[src/hw/rtl/rrsched_pkg.sv]
package rrsched_pkg;

  localparam int ENV_W  = 6;
  localparam int PRIO_W = 8;

  localparam logic MODE_STATUS = 1'b0;
  localparam logic MODE_YIELD  = 1'b1;

  localparam logic POLICY_RR   = 1'b0;
  localparam logic POLICY_PRIO = 1'b1;

  localparam logic [1:0] OUT_NORMAL = 2'd0;
  localparam logic [1:0] OUT_IDLE   = 2'd1;
  localparam logic [1:0] OUT_HALT   = 2'd2;

  typedef struct packed {
    logic              mode;
    logic [ENV_W-1:0]  env_index;
    logic              runnable;
    logic [PRIO_W-1:0] prio_value;
  } cmd_t;

  typedef struct packed {
    logic [ENV_W-1:0] chosen_env;
    logic [1:0]       outcome;
  } result_t;

  typedef enum logic [1:0] {
    ST_IDLE,
    ST_SCAN,
    ST_FINISH
  } state_t;

endpackage

[src/hw/rtl/rrsched_cell.sv]
module rrsched_cell #(
  parameter int PRIO_BITS = 8
) (
  input  logic                 clk,
  input  logic                 rst,
  input  logic                 shift_en,
  input  logic                 wr_en,
  input  logic                 wr_run,
  input  logic [PRIO_BITS-1:0] wr_prio,
  input  logic                 nbr_run,
  input  logic [PRIO_BITS-1:0] nbr_prio,
  output logic                 run,
  output logic [PRIO_BITS-1:0] prio
);

  // Take the neighbor's slot while the ring turns, else take a status write.
  always_ff @(posedge clk) begin
    if (rst) begin
      run  <= 1'b0;
      prio <= '0;
    end else if (shift_en) begin
      run  <= nbr_run;
      prio <= nbr_prio;
    end else if (wr_en) begin
      run  <= wr_run;
      prio <= wr_prio;
    end
  end

endmodule

[src/hw/rtl/rrsched_scan.sv]
module rrsched_scan #(
  parameter int SLOT_W    = 6,
  parameter int PRIO_BITS = 8
) (
  input  logic                 clk,
  input  logic                 en,
  input  logic                 policy,
  input  logic [SLOT_W-1:0]    start_idx,
  input  logic [SLOT_W-1:0]    slot_idx,
  input  logic                 head_run,
  input  logic [PRIO_BITS-1:0] head_prio,
  output logic [SLOT_W-1:0]    pick,
  output logic                 idle_ok
);
  import rrsched_pkg::*;

  logic                 hi_found;
  logic [SLOT_W-1:0]    hi_idx;
  logic                 any_found;
  logic [SLOT_W-1:0]    any_idx;
  logic [SLOT_W-1:0]    best_idx;
  logic [PRIO_BITS-1:0] best_prio;

  // Slot 0 arrives first: note the idle flag and clear the running picks.
  always_ff @(posedge clk) begin
    if (en) begin
      if (slot_idx == '0) begin
        idle_ok   <= head_run;
        hi_found  <= 1'b0;
        hi_idx    <= '0;
        any_found <= 1'b0;
        any_idx   <= '0;
        best_idx  <= '0;
        best_prio <= '0;
      end else if (head_run) begin
        if (!any_found) begin
          any_found <= 1'b1;
          any_idx   <= slot_idx;
        end
        if (!hi_found && slot_idx >= start_idx) begin
          hi_found <= 1'b1;
          hi_idx   <= slot_idx;
        end
        if (head_prio > best_prio) begin
          best_prio <= head_prio;
          best_idx  <= slot_idx;
        end
      end
    end
  end

  // RR wraps to lowest runnable if none at/after start; PRIO picks best.
  always_comb begin
    if (policy == POLICY_PRIO) begin
      pick = best_idx;
    end else if (hi_found) begin
      pick = hi_idx;
    end else begin
      pick = any_idx;
    end
  end

endmodule

[src/hw/rtl/round_robin_env_scheduler.sv]
// Environment scheduler: a ring of per-slot cells (runnable flag and
// priority) plus a scan unit that picks the next slot to run.
//
// Command channel: cmd is taken at a rising edge with start high and busy
// low. A status command (mode 0) writes one slot in that same edge and
// leaves busy low, so another command may follow in the next cycle; an
// out-of-range slot is dropped. A yield command (mode 1) raises busy for
// the whole scan: the ring turns once, one slot a cycle, past the scan
// unit (ST_SCAN), then ST_FINISH settles the pick. The result beat is
// registered in ST_FINISH and shows on result with result_valid high for
// one cycle, with busy already low. A new yield is not taken while one
// is in progress, as busy holds start off through the scan.
// The receiver cannot stall: a result beat is taken in the cycle it shows.
// cfg_we writes the policy bit (0 round robin, 1 priority); write it only
// while busy is low and no result is pending.
// Reset clears all slot flags and priorities, the current slot, the policy
// and any pending beat.
module round_robin_env_scheduler #(
  parameter int NUM_SLOTS = 64,
  parameter int PRIO_BITS = 8
) (
  input  logic                 clk,
  input  logic                 rst,
  input  logic                 start,
  output logic                 busy,
  input  rrsched_pkg::cmd_t    cmd,
  output logic                 result_valid,
  output rrsched_pkg::result_t result,
  input  logic                 cfg_we,
  input  logic                 cfg_wdata
);
  import rrsched_pkg::*;

  localparam int SLOT_W = $clog2(NUM_SLOTS);

  state_t state;
  state_t state_next;

  logic [SLOT_W-1:0] slot_cnt;
  logic [SLOT_W-1:0] current_env;
  logic              current_valid;
  logic              sched_policy;

  logic              take;
  logic              take_status;
  logic              take_yield;
  logic              shift_en;
  logic              scan_en;
  logic              last_slot;

  logic [SLOT_W:0]   start_wide;
  logic [SLOT_W-1:0] start_idx;
  logic [SLOT_W-1:0] pick;
  logic              idle_ok;

  logic [PRIO_BITS-1:0] wr_prio;

  logic                 cell_run  [NUM_SLOTS];
  logic [PRIO_BITS-1:0] cell_prio [NUM_SLOTS];

  assign take        = start && !busy;
  assign take_status = take && (cmd.mode == MODE_STATUS);
  assign take_yield  = take && (cmd.mode == MODE_YIELD);
  assign last_slot   = (slot_cnt == SLOT_W'(NUM_SLOTS - 1));
  assign wr_prio     = PRIO_BITS'(cmd.prio_value);

  // Round-robin scan starts after the current slot; past the end, wrap to 1.
  always_comb begin
    start_wide = current_valid ? ({1'b0, current_env} + (SLOT_W+1)'(1)) : (SLOT_W+1)'(1);
    if (start_wide >= (SLOT_W+1)'(NUM_SLOTS) || start_wide == '0) begin
      start_idx = SLOT_W'(1);
    end else begin
      start_idx = start_wide[SLOT_W-1:0];
    end
  end

  // Ring of slot cells: cell i loads from cell i+1, so the head (cell 0)
  // shows slot k after k shifts and every slot is home after a full turn.
  for (genvar i = 0; i < NUM_SLOTS; i++) begin : g_cell
    localparam int NXT = (i + 1) % NUM_SLOTS;
    logic wr_hit;
    assign wr_hit = take_status && ({26'b0, cmd.env_index} == 32'(i));

    rrsched_cell #(
      .PRIO_BITS(PRIO_BITS)
    ) u_cell (
      .clk      (clk),
      .rst      (rst),
      .shift_en (shift_en),
      .wr_en    (wr_hit),
      .wr_run   (cmd.runnable),
      .wr_prio  (wr_prio),
      .nbr_run  (cell_run[NXT]),
      .nbr_prio (cell_prio[NXT]),
      .run      (cell_run[i]),
      .prio     (cell_prio[i])
    );
  end

  rrsched_scan #(
    .SLOT_W    (SLOT_W),
    .PRIO_BITS (PRIO_BITS)
  ) u_scan (
    .clk       (clk),
    .en        (scan_en),
    .policy    (sched_policy),
    .start_idx (start_idx),
    .slot_idx  (slot_cnt),
    .head_run  (cell_run[0]),
    .head_prio (cell_prio[0]),
    .pick      (pick),
    .idle_ok   (idle_ok)
  );

  // Next state.
  always_comb begin
    state_next = state;
    case (state)
      ST_IDLE: begin
        if (take_yield) begin
          state_next = ST_SCAN;
        end
      end
      ST_SCAN: begin
        if (last_slot) begin
          state_next = ST_FINISH;
        end
      end
      ST_FINISH: begin
        state_next = ST_IDLE;
      end
      default: begin
        state_next = ST_IDLE;
      end
    endcase
  end

  // State outputs.
  always_comb begin
    busy     = 1'b0;
    shift_en = 1'b0;
    scan_en  = 1'b0;
    case (state)
      ST_IDLE: begin
        busy = 1'b0;
      end
      ST_SCAN: begin
        busy     = 1'b1;
        shift_en = 1'b1;
        scan_en  = 1'b1;
      end
      ST_FINISH: begin
        busy = 1'b1;
      end
      default: begin
        busy = 1'b0;
      end
    endcase
  end

  always_ff @(posedge clk) begin
    if (rst) begin
      state         <= ST_IDLE;
      slot_cnt      <= '0;
      current_env   <= '0;
      current_valid <= 1'b0;
      sched_policy  <= POLICY_RR;
      result_valid  <= 1'b0;
      result        <= '0;
    end else begin
      state        <= state_next;
      result_valid <= 1'b0;
      if (cfg_we) begin
        sched_policy <= cfg_wdata;
      end
      // Advance the slot count with the ring; clear it for the next yield.
      if (take_yield) begin
        slot_cnt <= '0;
      end else if (shift_en) begin
        slot_cnt <= last_slot ? '0 : slot_cnt + SLOT_W'(1);
      end
      // Settle the pick: normal slot, else idle slot 0, else halt.
      if (state == ST_FINISH) begin
        result_valid <= 1'b1;
        if (pick != '0) begin
          current_env       <= pick;
          current_valid     <= 1'b1;
          result.chosen_env <= ENV_W'(pick);
          result.outcome    <= OUT_NORMAL;
        end else if (idle_ok) begin
          current_env       <= '0;
          current_valid     <= 1'b1;
          result.chosen_env <= '0;
          result.outcome    <= OUT_IDLE;
        end else begin
          current_env       <= '0;
          current_valid     <= 1'b0;
          result.chosen_env <= '0;
          result.outcome    <= OUT_HALT;
        end
      end
    end
  end

endmodule

[config.mk]
export PLATFORM = sky130hd
export DESIGN_NAME = round_robin_env_scheduler
export DESIGN_NICKNAME = d
export VERILOG_FILES = /design/src/hw/rtl/rrsched_pkg.sv /design/src/hw/rtl/rrsched_cell.sv /design/src/hw/rtl/rrsched_scan.sv /design/src/hw/rtl/round_robin_env_scheduler.sv
export SDC_FILE = /design/constraint.sdc
export NUM_CORES = 1
export LEC_CHECK = 0
export BUFFER_PORTS_ARGS = -buffer_cell sky130_fd_sc_hd__buf_2
export CORE_UTILIZATION = 55
export DETAILED_ROUTE_END_ITERATION = 8
export HOLD_SLACK_MARGIN = 0.03
export PLACE_DENSITY_LB_ADDON = 0.08
export SLEW_MARGIN = 5
export SYNTH_ARGS = -nofsm -noshare
export SYNTH_HDL_FRONTEND = slang
export SYNTH_HIERARCHICAL = 1
export SYNTH_SLANG_ARGS = --single-unit
[constraint.sdc]
create_clock -name clk -period 3.8 [get_ports clk]
set_input_delay 0.57 -clock clk [delete_from_list [all_inputs] [get_ports clk]]
set_output_delay 0.57 -clock clk [all_outputs]
set_load 0.03 [all_outputs]
==> results of run 1 <==
path summary, 6_finish.rpt:
kind	slack (ns)	endpoint	cells after the start
worst max-delay path	0.68	g_cell[0].u_cell/run$_SDFFE_PP0P_	8
worst min-delay path	0.23	sched_policy$_SDFFE_PP0P_	3
worst max register to register	0.68	g_cell[0].u_cell/run$_SDFFE_PP0P_	8
worst min register to register	0.47	result[0]$_SDFFE_PP0P_	2
placed cells by master, fill, tap and decap left out, types with 17 or more instances in the layout:
master	n
dfxtp_1	595
mux2i_1	589
nor2b_1	586
a211oi_1	576
clkbuf_16	73
buf_4	73
nor2_1	72
inv_2	65
edfxtp_1	29
nand2_1	24
clkbuf_8	20
buf_2	20
inv_1	19
ha_1	18
clkbuf_1	17
flip-flops by register name (all words and copies together), names as in the netlist:
register            flops
state                   2
current_valid           1
g_cell.u_cell/run      64
sched_policy            1
u_scan/best_idx         6
u_scan/hi_found         1
result                  8
u_scan/any_found        1
slot_cnt                6
u_scan/idle_ok          1
u_scan/best_prio        8
u_scan/any_idx          6
result_valid            1
u_scan/hi_idx           6
g_cell.u_cell/prio    512
critical path, cell delays in order (launching register included):
cell and delay (ns):
dfxtp_1 0.38, inv_1 0.09, ha_1 0.31, or3b_1 0.52, or3_1 0.66, buf_12 0.28, nor2_4 0.28, mux2i_1 0.15
a211oi_1 0.34
power by group through the flow:
stage / sequential (mW) / combinational, mW / clock, mW
global placement: 9.38 / 5.04 / 0
CTS: 9.31 / 5.26 / 6.87
global route: 9.50 / 5.89 / 7.15
floorplan: 9.11 / 4.20 / 0
finish: 9.31 / 5.26 / 6.74
detailed placement: 9.41 / 5.20 / 0
kinds of logic after synthesis:
| family | Yosys count | synth area share (%) |
|---|---|---|
| simple gates | 742 | 15.0 |
| flops | 624 | 43.0 |
| compound gates | 617 | 15.4 |
| mux | 590 | 19.9 |
| buf+inv | 294 | 5.68 |
| fa+ha+maj | 19 | 0.800 |
| xor+xnor | 5 | 0.147 |
per-stage QoR:
step / instances / setup WS, ns / utilization (%) / area, um2 / power, mW
2_1_floorplan: 2891 / 0.867 / - / 29700 / 13.3
3_3_place_gp: 3470 / 0.819 / 56.7 / 30000 / 14.4
3_5_place_dp: 3470 / 0.740 / 56.7 / 30000 / 14.6
4_1_cts: 3592 / 0.696 / 61.0 / 32300 / 21.4
5_1_grt: 3594 / 0.417 / 61.0 / 32300 / 22.5
6_report: 3594 / 0.685 / 61.0 / 32300 / 21.3
routing by layer:
| layer | global-route usage (%) | share of wire (%) | up-vias | wire, um |
|---|---|---|---|---|
| met2 | 41.9 | 46 | 298 | 32200 |
| met1 | 36.1 | 49 | 10200 | 34800 |
| li1 | - | - | 10400 | - |
| met5 | 0 | 0 | - | 0 |
| met4 | 6.23 | 1.8 | 0 | 1270 |
| met3 | 3.67 | 3.0 | 93 | 2120 |
layout make-up:
| class | count | area, um2 | share of cell area, % |
|---|---|---|---|
| multi-input cells | 1973 | 15200 | 47.2 |
| flip-flops and latches | 624 | 12800 | 39.6 |
| clock buffers | 111 | 2170 | 6.72 |
| well taps | 688 | 861 | 2.66 |
| repair buffers | 101 | 803 | 2.49 |
| inverters | 84 | 315 | 0.976 |
| clock inverters | 11 | 134 | 0.414 |
| diodes | 2 | 5.00 | 0.0155 |
==> flow_summary_export.csv, run 1 <==
group,metric,value,unit
worst_hold_path,hold_path_class,"input pin to flop",
power_and_ir_drop,seq_power_share,43.7,%
grt,grt_max_degree,226,
route,firstDrtPassIters,5,
clock_network,cts_htree_levels,3,
power_and_ir_drop,power_frac_comb,24.7,%
route,vias_per_cell,5.82,
grt,grt_pass1_vias,21100,
run,cap_violations,0,
clock_network,cts_resized,0,
worst_hold_path,hp-start,"cfg_wdata",
floorplan,core-area,53000,um2
logic_synthesis,synth_most_common_cell,"dfxtp_1",
logic_synthesis,yosys.area.top_type_share,40.1,%
logic_synthesis,synth_nets,2931,
floorplan,row_count,84,
logic_synthesis,synth_largest_area_cell,"dfxtp_1",
power_and_ir_drop,power.switching,6.53,mW
setup_path,critPathCaptureType,"flop",
sta,tightestPinTransition,1.06,ns
sta,tns,0,ns
sta,rsz0062_at_grt,"false",
clock_network,cts.sinks,624,
floorplan,dieHeight,234,um
sta,slew_viol_final,0,
sta,relSlewSlack,29.6,%
sta,max_freq,321,MHz
grt,antenna_found_initial,4,
clock_network,clock_path_buffers,3,
setup_path,crit_fanout,10,
power_and_ir_drop,power.density,659,nW/um2
logic_synthesis,yosysWarnings,6,
clock_network,cts_setup_buffers,0,
placed_design,port_buffers,30,
power_and_ir_drop,internal-power,14.8,mW
clock_network,clk_pin_slew_worst_paths,0.06,ns
logic_synthesis,synth_edf_count,29,
run_status,status,"finished clean",
logic_synthesis,async_reset_ff_share,0,%
sta,hold_viol_final,0,
setup_path,path_class,"flop to flop",
logic_synthesis,synth_area_per_cell,10.3,um2
sta,whs,0.227,ns
cells_and_area,final_nets,2893,
setup_path,critPathRequiredTime,4.29,ns
route,wirelength,70.4,mm
logic_synthesis,synth-seq-area-share,43.0,%
cells_and_area,drive_above_1_share,9.92,%
route,drc,0,
floorplan,die_w,234,um
route,via_count,20900,
power_and_ir_drop,leakagePower,10.7,nW
logic_synthesis,syn-instance-count,2891,
power_and_ir_drop,p_sw_share,30.6,%
power_and_ir_drop,clkPwrFrac,31.6,%
power_and_ir_drop,ir_worst_vdd,0.000411,V
clock_network,hold_buffers,0,
grt,grt_pass1_wl,115,mm
clock_network,worstSkewPairLatency,0.59,ns
logic_synthesis,synth.area.top_cells,"dfxtp_1 40%, mux2i_1 20%, a211oi_1 15%",
logic_synthesis,synth_cell_type_count,48,
setup_path,startpoint_type,"flop",
logic_synthesis,synth-seq-cells,624,
floorplan,initial_core_util,56.1,%
sta,skew,0.0121,ns
grt,grt_overflow,0,
clock_network,numCtsBuffers,69,
setup_path,arrival,3.61,ns
sta,layout_worst_path_cycle_share,82.0,%
route,drt-initial-drc-count,1110,
placed_design,gp_congestion,0.795,
floorplan,dieArea,54900,um2
logic_synthesis,synth-main-ff-cell,"dfxtp_1",
clock_network,clockRootBuffer,"clkbuf_16",
logic_synthesis,synth_common_cells,"595 x dfxtp_1, 589 x mux2i_1, 586 x nor2b_1, 576 x a211oi_1, 72 x nor2_1",
logic_synthesis,netlist_area,29700,um2
cells_and_area,fillers,4445,
floorplan,pin_count,31,
clock_network,cts_tree,"yes",
placed_design,hpwlAfterDp,40.8,mm
cells_and_area,area_growth,8.80,%
grt,groute.usage.overall,25.8,%
sta,min_period,3.12,ns
setup_path,startpoint,"state[0]$_SDFFE_PP0P_",
route,ant_nets,0,
route,wire_per_inst,19.6,um
setup_path,timing.rr.start,"state[0]$_SDFFE_PP0P_",
sta,finalSetupViolations,0,
Power figures use the tool's default switching activity.
==> run 2, diff against run 1 <==
- clock period: 3.8 -> 2.66 ns (I/O delays scaled with it)
==> run 2 against run 1 <==
Worst setup slack lost 0.60 ns; clock skew rose by 0.00074 ns; sequential power grew 43%; final cell count grew 1.5%; highest routed layer unchanged; largest power group unchanged; via count is 2.1% higher; critical path type unchanged; die area unchanged; flip-flop and latch count did not move.
==> flow_summary_export.csv, run 2 (synthesis gave the netlist of run 1 again) <==
group,metric,value,unit
route,vias_per_cell,5.85,
sta,skew,0.0128,ns
clock_network,clock_path_buffers,3,
placed_design,hpwlAfterDp,44.9,mm
route,firstDrtPassIters,5,
clock_network,clk_pin_slew_worst_paths,0.06,ns
clock_network,cts.sinks,624,
cells_and_area,largest_register,"g_cell.u_cell/prio",
route,wire_per_inst,19.9,um
power_and_ir_drop,seq_power_share,43.2,%
grt,met2_usage,43.1,%
cells_and_area,layout_common_cells,"593 x dfxtp_1, 586 x nor2b_1, 581 x mux2i_1",
cells_and_area,final_nets,2951,
cells_and_area,largest_register_ffs,512,
route,drc,0,
sta,min_period,2.58,ns
grt,busiest_layer,"met2",
grt,use_met3,3.65,%
sta,finalSetupViolations,0,
setup_path,critPathBufInv,3,
power_and_ir_drop,leakagePower,11.1,nW
clock_network,numCtsBuffers,69,
sta,max_freq,388,MHz
sta,tightestPinTransition,0.626,ns
sta,relSlewSlack,58.1,%
placed_design,port_buffers,30,
grt,grt_max_degree,168,
sta,finalWorstSetupSlack,0.0805,ns
cells_and_area,area_growth,12.1,%
placed_design,place_inst,3515,
setup_path,cp_cell_sequence,"inv_1 > ha_1 > or3b_4 > or3_1 > buf_12 > nor2_2 > buf_6 > mux2i_2 > a211oi_2",
cells_and_area,final_common_cell,"dfxtp_1",
power_and_ir_drop,power.switching,9.50,mW
sta,hold_viol_final,0,
floorplan,initial_core_util,56.1,%
clock_network,cts_tree,"yes",
grt,groute.usage.overall,26.4,%
grt,grt_overflow,0,
cells_and_area,num_antenna_cells,0,
placed_design,pre_cts_ws,0.0837,ns
setup_path,path_class,"flop to flop",
floorplan,dieHeight,234,um
floorplan,pin_count,31,
power_and_ir_drop,clkPwrFrac,31.0,%
route,via_count,21300,
setup_path,crit_family,"simple AND/OR/NAND/NOR gates",
route,drt-initial-drc-count,1180,
route,ant_nets,0,
setup_path,crit_fanout,16,
power_and_ir_drop,internal-power,21.3,mW
run_status,status,"finished clean",
power_and_ir_drop,power.density,925,nW/um2
cells_and_area,instances_no_fill,3647,
clock_network,cts_htree_levels,3,
setup_path,critPathMaxStageDelay,0.43,ns
sta,slew_viol_final,0,
clock_network,worstSkewPairLatency,0.59,ns
clock_network,clockRootBuffer,"clkbuf_16",
grt,antenna_found_initial,0,
floorplan,row_count,84,
cells_and_area,drive_above_1_share,13.1,%
run,cap_violations,0,
sta,whs,0.0725,ns
setup_path,worst_path_max_delay_cell,"or3b_4",
power_and_ir_drop,ir_worst_vdd,0.000599,V
floorplan,dieArea,54900,um2
setup_path,critPathRequiredTime,3.13,ns
grt,grt_pass1_vias,21500,
worst_hold_path,hold_path_class,"input pin to flop",
setup_path,startpoint_type,"flop",
cells_and_area,top_regs,"g_cell.u_cell/prio x512, g_cell.u_cell/run x64",
cells_and_area,fillers,4376,
route,wirelength,72.7,mm
grt,grt_pass1_wl,117,mm
floorplan,die_w,234,um
power_and_ir_drop,p_sw_share,30.9,%
placed_design,gp_congestion,0.800,
sta,layout_worst_path_cycle_share,97.0,%
setup_path,arrival,3.05,ns
grt,met1_usage,36.2,%
setup_path,critPathCaptureType,"flop",
cells_and_area,final_core_util,62.8,%
power_and_ir_drop,power_frac_comb,25.8,%
floorplan,core-area,53000,um2
==> run 2: changes by cell type in the layout (fill, tap and decap cells not counted), sizes merged <==
cell         delta
clkinvlp        +1
diode           -2
clkbuf          -4
dlygate4sd3     +1
buf            +57
==> run 2: per-stage QoR <==
step	power, mW	instance area (um2)	setup TNS [ns]
4_1_cts	30.8	32900	0
5_1_grt	32.4	33300	-0.0666
6_report	30.8	33300	0
3_5_place_dp	21.2	30600	0
2_1_floorplan	19.0	29700	0
3_3_place_gp	20.9	30600	0
==> run 2: layer usage <==
layer	share of wire, %	vias to the layer above	wire length (um)
met3	3.0	106	2220
met4	2.6	0	1870
met1	48	10400	35200
li1	-	10500	-
met5	0	-	0
met2	46	306	33400
==> run 2: power by group through the flow <==
stage          logic [mW]  registers, mW  clock network (mW)
2_1_floorplan        6.01           13.0                   0
3_3_place_gp         7.52           13.4                   0
3_5_place_dp         7.73           13.4                   0
4_1_cts              7.82           13.3                9.69
5_1_grt              8.80           13.6                10.1
6_report             7.94           13.3                9.54
==> run 2: tightest hold or removal path: cells and delay by family <==
kind | cells | cell delay, ns
simple gates | 1 | 0.07
buf+inv | 1 | 0.09
mux | 1 | 0.06
==> run 2: timing repair <==
item                                    in CTS  in global routing
hold buffers                                 1                  0
endpoints found under the setup margin       0                121
hold endpoints to repair                     1                  0
buffers inserted                             0                  7
resized for setup                            0                 67
==> run 2: final cells by class <==
cell class,count,area [um2],area share [%]
well taps,688,861,2.59
repair buffers,159,1620,4.85
multi-input cells,1973,15400,46.4
clock inverters,12,136,0.410
clock buffers,107,2120,6.38
flip-flops and latches,624,12800,38.4
inverters,84,315,0.947
==> run 2: path summary, 6_finish.rpt <==
kind / from / endpoint / slack, ns / cells past startpoint
setup / recovery: state[1]$_SDFFE_PP0P_ / g_cell[15].u_cell/run$_SDFFE_PP0P_ / 0.08 / 9
hold / removal: cfg_we / sched_policy$_SDFFE_PP0P_ / 0.07 / 3
hold reg to reg: result[0]$_SDFFE_PP0P_ / result[0]$_SDFFE_PP0P_ / 0.47 / 2
setup reg to reg: state[1]$_SDFFE_PP0P_ / g_cell[15].u_cell/run$_SDFFE_PP0P_ / 0.08 / 9
==> run 3, diff against run 2 <==
- MAX_ROUTING_LAYER: not set -> met4
==> run 3 against run 2 <==
Combinational power about the same; power about the same; hold slack got worse by 0.0018 ns; core utilization about the same; global-route usage increased by 0.81 points; non-clock buffer count unchanged; cell area about the same; wire length about the same.
==> flow_summary_export.csv, run 3 (synthesis gave the netlist of run 1 again) <==
group,metric,value,unit
run_status,status,"finished clean",
power_and_ir_drop,leakagePower,11.1,nW
placed_design,hpwlAfterDp,44.9,mm
route,via_count,21300,
grt,grt_overflow,0,
cells_and_area,drive_above_1_share,13.0,%
route,firstDrtPassIters,5,
cells_and_area,largest_register_ffs,512,
sta,tightestPinTransition,0.639,ns
cells_and_area,area_growth,12.0,%
power_and_ir_drop,internal-power,21.3,mW
power_and_ir_drop,clkPwrFrac,31.0,%
clock_network,clk_pin_slew_worst_paths,0.05,ns
sta,slew_viol_final,0,
cells_and_area,largest_register,"g_cell.u_cell/prio",
power_and_ir_drop,power.switching,9.51,mW
placed_design,port_buffers,30,
floorplan,row_count,84,
placed_design,gp_congestion,0.813,
route,wire_per_inst,19.9,um
cells_and_area,layout_common_cells,"593 x dfxtp_1, 586 x nor2b_1, 581 x mux2i_1",
cells_and_area,final_area,33300,um2
sta,max_freq,386,MHz
power_and_ir_drop,seq_power_share,43.2,%
setup_path,critPathCaptureType,"flop",
floorplan,dieHeight,234,um
route,wirelength,72.7,mm
setup_path,worst_path_max_delay_cell,"or3b_4",
floorplan,die_w,234,um
power_and_ir_drop,ir_worst_vdd,0.000599,V
route,ant_nets,0,
setup_path,crit_fanout,16,
sta,layout_worst_path_cycle_share,97.4,%
cells_and_area,final_nets,2951,
grt,groute.usage.overall,27.2,%
grt,grt_max_degree,168,
clock_network,cts_tree,"yes",
setup_path,path_class,"flop to flop",
cells_and_area,top_regs,"g_cell.u_cell/prio x512, g_cell.u_cell/run x64",
floorplan,core-area,53000,um2
placed_design,dpl_cell_area,30600,um2
clock_network,cts_htree_levels,3,
sta,min_period,2.59,ns
setup_path,critPathMaxStageDelay,0.43,ns
clock_network,worstSkewPairLatency,0.60,ns
setup_path,cp_cell_sequence,"inv_1 > ha_1 > or3b_4 > or3_1 > buf_12 > nor2_2 > buf_2 > mux2i_1 > a211oi_1",
grt,grt_pass1_wl,117,mm
setup_path,startpoint_type,"flop",
setup_path,arrival,3.08,ns
worst_hold_path,hp-start,"cfg_we",
power_and_ir_drop,power.density,925,nW/um2
run,cap_violations,0,
cells_and_area,fillers,4376,
grt,grt_pass1_vias,21500,
setup_path,timing.rr.start,"state[1]$_SDFFE_PP0P_",
cells_and_area,num_antenna_cells,0,
grt,antenna_found_initial,0,
setup_path,critPathRequiredTime,3.15,ns
route,drt-initial-drc-count,1187,
sta,skew,0.0140,ns
placed_design,place_inst,3515,
route,vias_per_cell,5.85,
power_and_ir_drop,power_frac_comb,25.8,%
cells_and_area,instances_no_fill,3647,
clock_network,clock_path_buffers,3,
clock_network,numCtsBuffers,69,
sta,finalSetupViolations,0,
setup_path,startpoint,"state[1]$_SDFFE_PP0P_",
sta,hold_viol_final,0,
sta,relSlewSlack,57.3,%
power_and_ir_drop,p_sw_share,30.9,%
clock_network,cts.sinks,624,
floorplan,dieArea,54900,um2
route,drc,0,
worst_hold_path,hold_path_class,"input pin to flop",
cells_and_area,final_common_cell,"dfxtp_1",
floorplan,pin_count,31,
clock_network,clockRootBuffer,"clkbuf_16",
floorplan,initial_core_util,56.1,%
## run 3: final cells by class
class                   instances  area [um2]  share of cell area [%]
inverters                      84         315                   0.947
clock inverters                12         136                   0.410
flip-flops and latches        624       12800                    38.4
well taps                     688         861                    2.59
repair buffers                159        1610                    4.84
clock buffers                 107        2120                    6.38
multi-input cells            1973       15400                    46.4
## run 3: final timing paths
kind              slack, ns                                      to  cells past startpoint
setup reg to reg       0.07  g_cell[13].u_cell/prio[2]$_SDFFE_PP0P_                      9
hold / removal         0.07               sched_policy$_SDFFE_PP0P_                      3
setup / recovery       0.07  g_cell[13].u_cell/prio[2]$_SDFFE_PP0P_                      9
hold reg to reg        0.47                  result[0]$_SDFFE_PP0P_                      2
## run 3: worst max-delay path: cells and delay by family (launching register included)
family                     cells  cell delay (ns)
and+or+nand+nor                3             0.94
buffers and inverters          3             0.50
DFF                            1             0.35
adders and majority gates      1             0.31
AOI/OAI and AO/OA              1             0.28
muxes                          1             0.09
## run 3: metal layers
metal	vias to the layer above	GRT usage (%)	part of all wire [%]	wire, um
li1	10500	-	-	-
met4	0	7.80	2.6	1870
met5	-	-	0	0
met1	10400	36.2	48	35200
met3	111	3.65	2.9	2090
met2	290	43.1	46	33500
## run 3: power by group through the flow
stage / Sequential, mW / Combinational, mW / Clock (mW)
after detailed placement: 13.4 / 7.73 / 0
final: 13.3 / 7.94 / 9.54
after CTS: 13.3 / 7.82 / 9.69
after floorplan: 13.0 / 6.01 / 0
after global placement: 13.4 / 7.52 / 0
after global routing: 13.6 / 8.80 / 10.1
## run 3: repair_timing
| item | CTS | global route |
|---|---|---|
| endpoints found under the hold margin | 1 | 0 |
| setup endpoints to repair | 0 | 121 |
| setup buffers | 0 | 7 |
| gates resized for setup | 0 | 65 |
| hold buffers | 1 | 0 |
## run 3: through the flow
step / setup TNS, ns / util, % / power, mW / setup WS (ns) / hold WS (ns)
6_report: 0 / 62.8 / 30.8 / 0.0688 / 0.0708
2_1_floorplan: 0 / - / 19.0 / 0.0504 / 0.452
4_1_cts: 0 / 62.1 / 30.8 / 0.0693 / 0.0456
5_1_grt: -0.0639 / 62.8 / 32.4 / -0.0318 / 0.0549
3_5_place_dp: 0 / 57.8 / 21.2 / 0.0837 / 0.467
3_3_place_gp: 0 / 57.8 / 20.9 / 0.116 / 0.458
